<file path="config.mk">
export PLATFORM = sky130hd
export DESIGN_NAME = wcu_queue
export DESIGN_NICKNAME = d
export VERILOG_FILES = /design/src/hdl/wcu_pkg.sv /design/src/hdl/wcu_queue.sv
export SDC_FILE = /design/constraint.sdc
export NUM_CORES = 1
export LEC_CHECK = 0
export BUFFER_PORTS_ARGS = -buffer_cell sky130_fd_sc_hd__buf_2
export CAP_MARGIN = 20
export CORE_ASPECT_RATIO = 0.75
export CORE_MARGIN = 10
export CORE_UTILIZATION = 41
export DETAILED_ROUTE_END_ITERATION = 16
export HOLD_SLACK_MARGIN = 0.05
export SLEW_MARGIN = 20
export SYNTH_ARGS = -nofsm -noshare
export SYNTH_HDL_FRONTEND = slang
export SYNTH_SLANG_ARGS = --single-unit
</file>
<file path="constraint.sdc">
create_clock -name clk -period 8 [get_ports clk]
set_clock_uncertainty 0.2 [all_clocks]
set_input_delay 1.2 -clock clk [delete_from_list [all_inputs] [get_ports clk]]
set_output_delay 1.2 -clock clk [all_outputs]
set_load 0.05 [all_outputs]
</file>
<file path="src/hdl/wcu_pkg.sv">
// Shared types and constants of the windowed core utilization block.
// Used by the channel interfaces, the front, the queue and the back.
package wcu_pkg;

	// Field widths of the channels
	localparam int CORE_W  = 3;
	localparam int TICK_W  = 64;
	localparam int USAGE_W = 15;

	// Tick counters in one sample, and adder tree levels to fold them
	localparam int SUM_TERMS  = 8;
	localparam int ADD_LEVELS = 3;
	localparam int LVL_W      = 2;

	// Full scale of the usage value: 100 percent times 256 = 25 * 2^10
	localparam logic [USAGE_W-1:0] FULL_SCALE = 15'd25600;
	localparam int SCALE_SHIFT = 10;
	localparam int ACC_W       = TICK_W + 5;

	// Quotient bits produced by the divider, one per cycle
	localparam int DIV_STEPS = 15;
	localparam int STEP_W    = 4;

	// Queue between front and back
	localparam int QUEUE_DEPTH = 2;
	localparam int QPTR_W      = 1;
	localparam int QCNT_W      = 2;

	// One classified sample on its way to the back
	typedef struct packed {
		logic [CORE_W-1:0] core;
		logic [TICK_W-1:0] idle;
		logic [TICK_W-1:0] total;
	} queue_item_t;

	typedef enum logic [1:0] {
		F_IDLE,
		F_ADD,
		F_PUSH
	} front_state_t;

	typedef enum logic [2:0] {
		B_IDLE,
		B_UPDATE,
		B_CHECK,
		B_MUL1,
		B_MUL2,
		B_DIV,
		B_DONE
	} back_state_t;

endpackage

</file>
<file path="src/hdl/wcu_queue.sv">
// Short queue between front and back of the utilization block.
// Holds classified samples of type wcu_pkg::queue_item_t.
module wcu_queue (
	input  logic                 clk,
	input  logic                 arst_n,
	input  logic                 push,
	input  wcu_pkg::queue_item_t push_item,
	output logic                 full,
	input  logic                 pop,
	output wcu_pkg::queue_item_t pop_item,
	output logic                 not_empty
);

	wcu_pkg::queue_item_t       slot_q [wcu_pkg::QUEUE_DEPTH];
	logic [wcu_pkg::QPTR_W-1:0] wr_ptr_q, rd_ptr_q;
	logic [wcu_pkg::QCNT_W-1:0] count_q;

	assign full      = count_q == wcu_pkg::QCNT_W'(wcu_pkg::QUEUE_DEPTH);
	assign not_empty = count_q != '0;
	assign pop_item  = slot_q[rd_ptr_q];

	// Pointers and fill count
	always_ff @(posedge clk or negedge arst_n) begin
		if (!arst_n) begin
			wr_ptr_q <= '0;
			rd_ptr_q <= '0;
			count_q  <= '0;
		end else begin
			if (push) begin
				wr_ptr_q <= wr_ptr_q + 1'b1;
			end
			if (pop) begin
				rd_ptr_q <= rd_ptr_q + 1'b1;
			end
			if (push && !pop) begin
				count_q <= count_q + 1'b1;
			end else if (pop && !push) begin
				count_q <= count_q - 1'b1;
			end
		end
	end

	// Storage
	always_ff @(posedge clk) begin
		if (push) begin
			slot_q[wr_ptr_q] <= push_item;
		end
	end

endmodule

</file>
Yosys cells after proc, flatten, opt, wreduce, memory -nomap -nowiden
Memories as Yosys holds them, arrays and structs flattened. Cells that the tools add are included.

$add $sub $neg: 4. Multipliers: 0. Div/mod/pow operators: 0. Magnitude comparators: 0. Equality and inequality tests: 1. Shift-type cells: 0. Multiplexer cells: 4. Bitwise operators: 0. Reduce and logical (&&, ||, !) cells: 6.

Operators by type and width (count): $mux W2 (2); $reduce_bool A2 Y1 (2); $add A1 B1 Y1 const B (2); $add A2 B1 Y2 const B (1); $eq A2 B2 Y1 const B (1); $logic_and A1 B1 Y1 (2); $logic_not A1 Y1 (2); $mux W1 (2); $sub A2 B1 Y2 const B (1).

Bits in registers: 4. Bits in latches: 0. RAM bits: 262. ROM bits: 0. Input bits: 135. Output and inout port bits: 133. Logic and storage cells: 19. Memories kept: 1.

Memories: slot_q (words 2, width 131, read ports 1, clocked after Yosys merged registers in 0, wr ports 1, line wcu_queue.sv:14) `wcu_pkg::queue_item_t slot_q [wcu_pkg::QUEUE_DEPTH];`.

Logic depth before layout (Yosys ltp)
Gate-level depths: netlist of the first run.

Depth in word-level cells: 4. Mapped depth: 5. Depth with buffers taken out: 5.

Worst setup path before layout of the first run
Ideal clock, no wire load.

Path kind: in2reg. Start point: input port push. End point: memory slot_q[0][0] in the netlist's numbering (enable). Library setup time: 638 ps. Arrival: 6876 ps. Required time: 7162 ps. Setup slack: 285 ps. Cell stages on the path: 1. Buffers on the path: 0. Path through: nor2b_1.

Word-level cells in the longest chain between the ends: 2.

RTL lines: start: declaration (line wcu_queue.sv:6) `input logic push,`; $mux W1 (line wcu_queue.sv:45) `if (push) begin`; $mux W1 (implied by the code) (line wcu_queue.sv:46) `slot_q[wr_ptr_q] <= push_item;`; end: declaration (line wcu_queue.sv:14).

Every way passes these cells.

==> results.json, run 1 <==
{
  "status": "complete, no violations",
  "synth_area_um2": 9970,
  "cts_tree": "yes",
  "highest_layer": "met5",
  "synthSimpleGateAreaFrac": 0.00289,
  "cts_setup_buffers": 0,
  "period_needed_ns": 4.06,
  "worstPathArrival_ns": 2.66,
  "die_area_um2": 31000,
  "wl_met2_um": 9450,
  "final.fill_count": 1976,
  "met1Wirelength_um": 8800,
  "htreeDepth": 1,
  "path_clk_slew_ns": 0.06,
  "via_per_inst": 4.63,
  "cts.sink_count": 266,
  "initial_core_util": 0.416,
  "root_buffer": "clkbuf_16",
  "peakVddDrop_mv": 0.256,
  "grt_usage": 0.129,
  "rows": 49,
  "rsz0062_at_grt": "false",
  "drc": 0,
  "drive_gt1_frac": 0.609,
  "drtAntennaViolNets": 0,
  "power_frac_clock": 0.215,
  "multi_input_area_um2": 1870,
  "clockBufferDepth": 3,
  "syn_inst": 424,
  "power.density_nw_per_um2": 424,
  "worst_setup_path_start_kind": "flop",
  "p_comb_frac": 0.417,
  "hpwl_um": 14900,
  "cts_resized": 0,
  "worstSkewPairLatency_ns": 0.52,
  "synth_area_leaders": "edfxtp_1 79%, mux2_4 12%, mux2_2 5.8%",
  "synth_cell_types": 15,
  "die_w_um": 200,
  "grt_pass1_vias": 5388,
  "ys_warn_count": 0,
  "cp.required_ns": 6.60,
  "gp_congestion": 0.710,
  "hold_path.class": "in2async",
  "seqPwrFrac": 0.368,
  "drt_pass1_iterations": 4,
  "swShare": 0.403,
  "worstPathCellList": "buf_4 > mux2_2 > buf_2",
  "antenna_found_initial": 6,
  "p_leak_nw": 4.88,
  "relSlewSlack": 0.347,
  "end_kind": "primary output",
  "worst-r2r-setup-slack_ns": 5.32,
  "seqCellArea_um2": 7970,
  "drtIter0Drc": 229,
  "synth_nets": 560,
  "cap_violations": 0,
  "area_growth_pct": 24.7,
  "fmax_mhz": 246,
  "cts_hold_buf": 0,
  "grt_max_degree": 83,
  "num_vias": 4915,
  "syn-mean-instance-area_um2": 23.5,
  "tns_ns": 0,
  "synthXorXnorAreaFrac": 0.00439,
  "wl_per_cell_um": 19.9,
  "numCtsBuffers": 27,
  "io_pins": 268,
  "finalPower_mw": 5.28,
  "wl_um": 21200,
  "setup_violations": 0,
  "yosys_register_bits": 266,
  "core_area_um2": 24000,
  "hold_ws_ns": 0.277,
  "slowest_stage": "buf_4",
  "synth_top_cell_by_area": "edfxtp_1",
  "tightest_slew_ns": 0.979,
  "cpLargestDelayFamily": "buffers and inverters",
  "worstPathMaxFanout": 52,
  "synth_top_family_by_area": "multiplexers",
  "synthMuxAreaShare": 0.178,
  "nNetsFinal": 846,
  "ys_seq_area_frac": 0.799,
  "switching_power_mw": 2.13,
  "finalHoldViolCount": 0,
  "synth_compound_area_frac": 0,
  "slowest_delay_ns": 0.82,
  "synthAdderAreaFrac": 0.00125,
  "slew_viol_final": 0,
  "period_share": 0.508,
  "crit_type": "reg2out",
  "pre_cts_slack_ns": 4.36,
  "intPower_mw": 3.15,
  "path_buf_inv": 2,
  "met3WireLength_um": 2340,
  "die_h_um": 155,
  "setup_ws_ns": 3.94,
  "numPortBuffers": 267,
  "grt-ovfl-total": 0,
  "synth_top_area_frac": 0.789,
  "grt_first_pass_wirelength_um": 31100
}
stage by stage:
step	std cells	area [um2]	util
6_report	1062	12400	0.519
4_1_cts	1059	12400	0.518
2_1_floorplan	424	9970	-
3_5_place_dp	1012	11600	0.485
5_1_grt	1060	12400	0.519
3_3_place_gp	1012	11600	0.485
cell usage in the layout, fill, tap and decap left out:
cell type | synthesis | routed
diode_2 | 0 | 3
clkbuf_16 | 0 | 27
dfrtp_1 | 4 | 3
nor2b_1 | 2 | 1
nor2b_4 | 0 | 1
buf_4 | 0 | 4
nor2_1 | 1 | 1
dfrtp_4 | 0 | 1
or2_2 | 1 | 1
bufinv_16 | 0 | 1
edfxtp_1 | 262 | 262
clkbuf_1 | 0 | 7
buf_2 | 5 | 267
and2_4 | 0 | 1
inv_1 | 1 | 1
inv_6 | 0 | 2
mux2_4 | 80 | 80
clkinv_1 | 0 | 4
buf_6 | 9 | 1
xor2_1 | 4 | 4
clkinv_2 | 0 | 6
ha_1 | 1 | 1
xnor2_1 | 1 | 1
mux2_2 | 51 | 51
worst paths after layout:
kind	startpoint	to	cells past startpoint
worst max register to register	wr_ptr_q	slot_q[1][86]	2
max in group asynchronous	arst_n	rd_ptr_q	1
worst min register to register	count_q[1]	count_q[1]	1
min in group clk	count_q[1]	count_q[1]	1
worst min-delay path	arst_n	wr_ptr_q	1
worst max-delay path	rd_ptr_q	pop_item[110]	3
synthesized netlist by cell type:
library cell	n
mux2_2	51
mux2_4	80
ha_1	1
or2_2	1
nor2_1	1
xor2_1	4
and2_1	1
buf_8	1
xnor2_1	1
edfxtp_1	262
buf_6	9
buf_2	5
nor2b_1	2
dfrtp_1	4
inv_1	1
worst register-to-register path: cells and delay by family, from the launching register on:
kind	cells	cell delay [ns]
buf+inv	1	0.88
flops	1	0.42
simple gates	1	0.74
cells by family (layout without fill, tap and decap cells):
kind of cell / Yosys count / in the layout
DFF: 266 / 266
muxes: 131 / 131
xor gates and xnor gates: 5 / 5
buffers and inverters: 16 / 320
adders and majority gates: 1 / 1
other: 0 / 3
and+or+nand+nor: 5 / 5
power by group through the flow:
| stage | combinational [mW] | clock, mW | sequential (mW) |
|---|---|---|---|
| final | 2.20 | 1.14 | 1.94 |
| after global routing | 2.30 | 1.24 | 1.97 |
| after CTS | 2.24 | 1.18 | 1.95 |
| after detailed placement | 2.23 | 0 | 1.98 |
| after global placement | 2.21 | 0 | 1.96 |
| after floorplan | 1.83 | 0 | 1.97 |
flip-flops by register name, indices dropped and copies added (netlist names):
signal	count
rd_ptr_q	1
count_q	2
wr_ptr_q	1
slot_q	262
final cells by class:
type | count | share of cell area
Antenna cell | 3 | 0.000604
Multi-Input combinational cell | 142 | 0.150
Clock buffer | 34 | 0.0564
Sequential cell | 266 | 0.641
Clock inverter | 13 | 0.00744
Tap cell | 331 | 0.0333
Inverter | 1 | 0.000302
Timing Repair Buffer | 272 | 0.111
layer usage:
layer / track usage / vias up
li1: - / 2260
met1: 0.163 / 2418
met2: 0.198 / 189
met3: 0.0571 / 40
met4: 0.0345 / 8
met5: 0 / -
Power figures use the tool's default switching activity.
==> run 2: changes to the inputs <==
Clock period 8 ns to 3.8 ns, I/O delays scaled along.
==> run 2 against run 1 <==
Die area is the same. Non-clock buffer count grew 134. Cell count is 13% higher. Critical endpoint is now pop_item[81]. Largest cell class unchanged. Largest power group unchanged. Highest routed layer is now met4.
==> results.json, run 2 (synthesized netlist as in run 1, its figures left out) <==
{
  "status": "complete, no violations",
  "final_cells": 1197,
  "p_leak_nw": 5.49,
  "cts_setup_buffers": 0,
  "layout_commonest_cell": "buf_2",
  "final.fill_count": 1749,
  "regMostFlops": "slot_q",
  "power.density_nw_per_um2": 825,
  "numCtsBuffers": 27,
  "cts_hold_buf": 133,
  "setup_violations": 0,
  "finalHoldViolCount": 0,
  "worstPathMaxFanout": 66,
  "peakVddDrop_mv": 0.626,
  "crit_path_end": "pop_item[81]",
  "final_cell_mix": "267 x buf_2, 262 x edfxtp_1, 133 x dlygate4sd3_1",
  "largest_registers": "slot_q x262, count_q x2",
  "min_path_cells": 2,
  "die_area_um2": 31000,
  "drive_gt1_frac": 0.519,
  "critPathLaunch": "rd_ptr_q",
  "wl_um": 22700,
  "r2r_start": "wr_ptr_q",
  "wl_per_cell_um": 19.0,
  "cap_violations": 0,
  "worstPathArrival_ns": 1.99,
  "end_kind": "primary output",
  "worst_setup_path_start_kind": "flop",
  "drtAntennaViolNets": 0,
  "path_buf_inv": 2,
  "cts.sink_count": 266,
  "cpLargestDelayFamily": "buffers and inverters",
  "drtIter0Drc": 259,
  "tns_ns": 0,
  "rows": 49,
  "initial_core_util": 0.416,
  "area_growth_pct": 39.2,
  "worstPathCellList": "buf_12 > mux2_4 > buf_2",
  "io_pins": 268,
  "gp_congestion": 0.745,
  "rsz0062_at_grt": "false",
  "hpwl_um": 14900,
  "die_w_um": 200,
  "hold_path.class": "in2reg",
  "cts_resized": 0,
  "worstSkewPairLatency_ns": 0.51,
  "root_buffer": "clkbuf_16",
  "grt_max_degree": 68,
  "core_area_um2": 24000,
  "crit_type": "reg2out",
  "reg2reg_to": "slot_q[1][44]",
  "reg2reg_depth": 2,
  "slowest_stage": "dfrtp_4",
  "grt-ovfl-total": 0,
  "hold_ws_ns": 0.0994,
  "grt_first_pass_wirelength_um": 34300,
  "slowest_delay_ns": 0.44,
  "dp.cells": 1013,
  "numPortBuffers": 267,
  "slew_viol_final": 0,
  "cp.depth": 3,
  "period_needed_ns": 2.76,
  "cp.required_ns": 3.03,
  "antenna_found_initial": 2,
  "drt_pass1_iterations": 4,
  "path_clk_slew_ns": 0.06,
  "largest_reg_flops": 262,
  "fmax_mhz": 362,
  "num_vias": 5430,
  "grt_usage": 0.139,
  "via_per_inst": 4.54,
  "period_share": 0.727,
  "nNetsFinal": 980,
  "worst-r2r-setup-slack_ns": 1.78,
  "cts_tree": "yes",
  "drc": 0,
  "tightest_slew_ns": 0.933,
  "clockBufferDepth": 3,
  "grt_pass1_vias": 6067,
  "relSlewSlack": 0.378,
  "die_h_um": 155,
  "htreeDepth": 1
}
==> run 2: final cells by class <==
class	count	area, um2	share of cell area
diodes	2	5.00	0.000361
clock buffers	34	712	0.0513
clock inverters	15	154	0.0111
inverters	1	3.75	0.000270
multi-input cells	142	1870	0.135
flip-flops and latches	266	7970	0.574
well taps	331	414	0.0298
repair buffers	406	2750	0.198
==> run 2: worst min path at each step <==
stage,from,endpoint,slack [ns]
CTS,push,wr_ptr_q,0.08
global placement,arst_n,wr_ptr_q,0.18
global route,push,wr_ptr_q,0.1
finish,push,wr_ptr_q,0.1
detailed placement,arst_n,wr_ptr_q,0.19
floorplan,arst_n,count_q[0],0.07
==> run 2: stage by stage <==
| step | util | cell area [um2] | setup slack (ns) | total power, mW |
|---|---|---|---|---|
| after detailed placement | 0.487 | 11700 | 1.49 | 8.87 |
| after CTS | 0.579 | 13900 | 0.997 | 11.6 |
| after floorplan | - | 9980 | 0.629 | 7.93 |
| final | 0.579 | 13900 | 1.04 | 11.5 |
| after global placement | 0.487 | 11700 | 1.52 | 8.80 |
| after global routing | 0.579 | 13900 | 0.981 | 11.9 |
==> run 2: metal layers <==
layer	routed length, um	global-route usage	share of wire
met4	396	0.0306	0.017
met3	2090	0.0520	0.092
met5	0	0	0
met2	10700	0.224	0.47
met1	9490	0.176	0.42
==> run 2: power by group <==
part / switching [mW] / internal [mW] / leakage (nW) / total, mW
Sequential: 0.145 / 3.90 / 2.50 / 4.05
Combinational: 3.37 / 1.48 / 2.56 / 4.84
Clock: 1.04 / 1.53 / 0.430 / 2.57
Total: 4.55 / 6.90 / 5.49 / 11.5
==> run 3: changes to the inputs <==
Settings changed: ABC_AREA set to 1.
Clock period 3.8 ns to 2.63 ns, I/O delays scaled along.
==> run 3 against run 2 <==
First-iteration DRC count up 0.39%. Clock-buffer cell count increased by 2. Final area increased by 2.3%. Sequential cell count unchanged. Wire length up 3.1%. Cell count rose by 1.2%. Clock power up 50%. Area after synthesis up 0.18%. Synthesized cell count grew 2.1%.
==> results.json, run 3 <==
{
  "status": "complete, no violations",
  "wl_per_cell_um": 19.3,
  "antenna_found_initial": 1,
  "syn_inst": 433,
  "peakVddDrop_mv": 0.883,
  "cp.required_ns": 2.04,
  "fmax_mhz": 390,
  "worst-r2r-setup-slack_ns": 0.99,
  "largest_reg_flops": 262,
  "drt_pass1_iterations": 4,
  "root_buffer": "clkbuf_16",
  "initial_core_util": 0.417,
  "period_share": 0.975,
  "end_kind": "primary output",
  "yosys_register_bits": 266,
  "wl_met2_um": 10900,
  "met1Wirelength_um": 10300,
  "worst_setup_path_start_kind": "flop",
  "grt_first_pass_wirelength_um": 35100,
  "layout_commonest_cell": "edfxtp_1",
  "final_util": 0.592,
  "grt-ovfl-total": 0,
  "setup_violations": 0,
  "final_cell_mix": "262 x edfxtp_1, 215 x buf_2, 135 x dlygate4sd3_1",
  "io_pins": 268,
  "cap_violations": 0,
  "met3WireLength_um": 1710,
  "wl_um": 23400,
  "grt_max_degree": 80,
  "numCtsBuffers": 26,
  "drive_gt1_frac": 0.510,
  "via_per_inst": 4.56,
  "fin_area_um2": 14200,
  "reg2reg_to": "slot_q[0][76]",
  "slew_viol_final": 0,
  "num_vias": 5518,
  "die_w_um": 200,
  "rows": 49,
  "synth_cell_types": 15,
  "hpwl_um": 15000,
  "worstPathMaxFanout": 45,
  "period_needed_ns": 2.56,
  "cts_tree": "yes",
  "ys.flop_type": "edfxtp_1",
  "synth_top_cell_by_area": "edfxtp_1",
  "tns_ns": 0,
  "setup_ws_ns": 0.0659,
  "ys_warn_count": 0,
  "htreeDepth": 1,
  "synth_nets": 569,
  "drtIter0Drc": 260,
  "highest_layer": "met4",
  "worstPathArrival_ns": 1.97,
  "clockBufferDepth": 3,
  "min_from": "count_q[1]",
  "grt_pass1_vias": 6152,
  "ys_seq_area_frac": 0.797,
  "die_h_um": 155,
  "relSlewSlack": 0.658,
  "finalPower_mw": 17.1,
  "synth_common_cells": "262 x edfxtp_1, 80 x mux2_4, 51 x mux2_2, 9 x buf_6, 7 x inv_1",
  "p_leak_nw": 5.62,
  "synth_area_leaders": "edfxtp_1 79%, mux2_4 12%, mux2_2 5.7%",
  "core_area_um2": 24000,
  "die_area_um2": 31100,
  "synth_most_common_cell": "edfxtp_1",
  "numPortBuffers": 267,
  "area_growth_pct": 42.1,
  "path_clk_slew_ns": 0.06,
  "synth_edf_count": 262,
  "worstSkewPairLatency_ns": 0.52,
  "drtAntennaViolNets": 0,
  "tightest_slew_ns": 0.513,
  "gp_congestion": 0.737,
  "pre_cts_slack_ns": 0.492,
  "finalHoldViolCount": 0,
  "regMostFlops": "slot_q",
  "placed_area_um2": 11700,
  "crit_type": "reg2out",
  "seqCellArea_um2": 7970,
  "drc": 0,
  "multi_input_area_um2": 1870,
  "synth_area_um2": 9990,
  "cts.sink_count": 266,
  "nNetsFinal": 995,
  "grt_usage": 0.141,
  "syn-mean-instance-area_um2": 23.1,
  "async_reset_ff_frac": 0.0150,
  "r2r_start": "wr_ptr_q",
  "power.density_nw_per_um2": 1210,
  "reg2reg_depth": 2,
  "synth_top_area_frac": 0.787,
  "holdPathEnd": "count_q[1]",
  "largest_registers": "slot_q x262, count_q x2",
  "rsz0062_at_grt": "true",
  "final.fill_count": 1791,
  "hold_path.class": "reg2reg",
  "min_path_cells": 2
}
==> run 3: changes by cell type in the layout (fill, tap and decap cells not counted), sizes merged, moves of 3 or more <==
cell / change
buf: +4
nand2: +6
clkbuf: +3
inv: +5
clkinv: -5
==> run 3: how the worst max path moves through the flow <==
stage / startpoint / endpoint / slack, ns / depth (start not counted)
floorplan: wr_ptr_q / slot_q[1][0] / -0.39 / 2
global placement: rd_ptr_q / pop_item[19] / 0.51 / 3
detailed placement: rd_ptr_q / pop_item[19] / 0.49 / 3
CTS: rd_ptr_q / pop_item[38] / -0.05 / 3
global route: rd_ptr_q / pop_item[63] / -0.002 / 3
finish: rd_ptr_q / pop_item[63] / 0.07 / 3
==> run 3: area by class of cell <==
type | count | area share
timing repair buffer | 413 | 0.213
multi-input combinational | 145 | 0.132
clock inverter | 12 | 0.0126
clock buffer | 36 | 0.0500
sequential | 266 | 0.561
tap | 331 | 0.0292
antenna | 1 | 0.000176
inverter | 7 | 0.00211
==> run 3: what timing repair did <==
item	in CTS	in global routing
hold buffers	135	0
setup endpoints to repair	80	124
gates resized for setup	55	1
gates cloned	0	2
buffers inserted	0	2
hold endpoints to repair	268	0
==> run 3: kinds of logic after synthesis <==
group                      Yosys count  share of synthesized area
xor gates and xnor gates             3                    0.00263
DFF                                266                      0.797
buffers and inverters               22                     0.0168
and+or+nand+nor                     10                    0.00413
adders and majority gates            1                    0.00125
muxes                              131                      0.178
==> run 3: worst max-delay path, cell delays in order (launching register included) <==
cell     delay (ns)
dfrtp_4        0.50
buf_12         0.32
mux2_4         0.35
buf_2          0.22
==> run 3: report_power, final <==
part / internal (mW) / switching, mW / leakage (nW) / total (mW)
combinational: 2.47 / 4.94 / 2.69 / 7.41
sequential: 5.63 / 0.225 / 2.51 / 5.85
clock: 2.37 / 1.49 / 0.430 / 3.85
total: 10.5 / 6.65 / 5.62 / 17.1
==> run 3: stage by stage <==
step	cells	hold slack [ns]
3_5_place_dp	1023	0.00881
5_1_grt	1211	0.313
2_1_floorplan	433	-0.101
4_1_cts	1206	0.282
3_3_place_gp	1023	0.00489
6_report	1211	0.276
==> run 3: routing by layer <==
| metal | vias up | track usage |
|---|---|---|
| li1 | 2564 | - |
| met1 | 2723 | 0.181 |
| met2 | 199 | 0.228 |
| met3 | 32 | 0.0471 |
| met4 | 0 | 0.0331 |
| met5 | - | 0 |
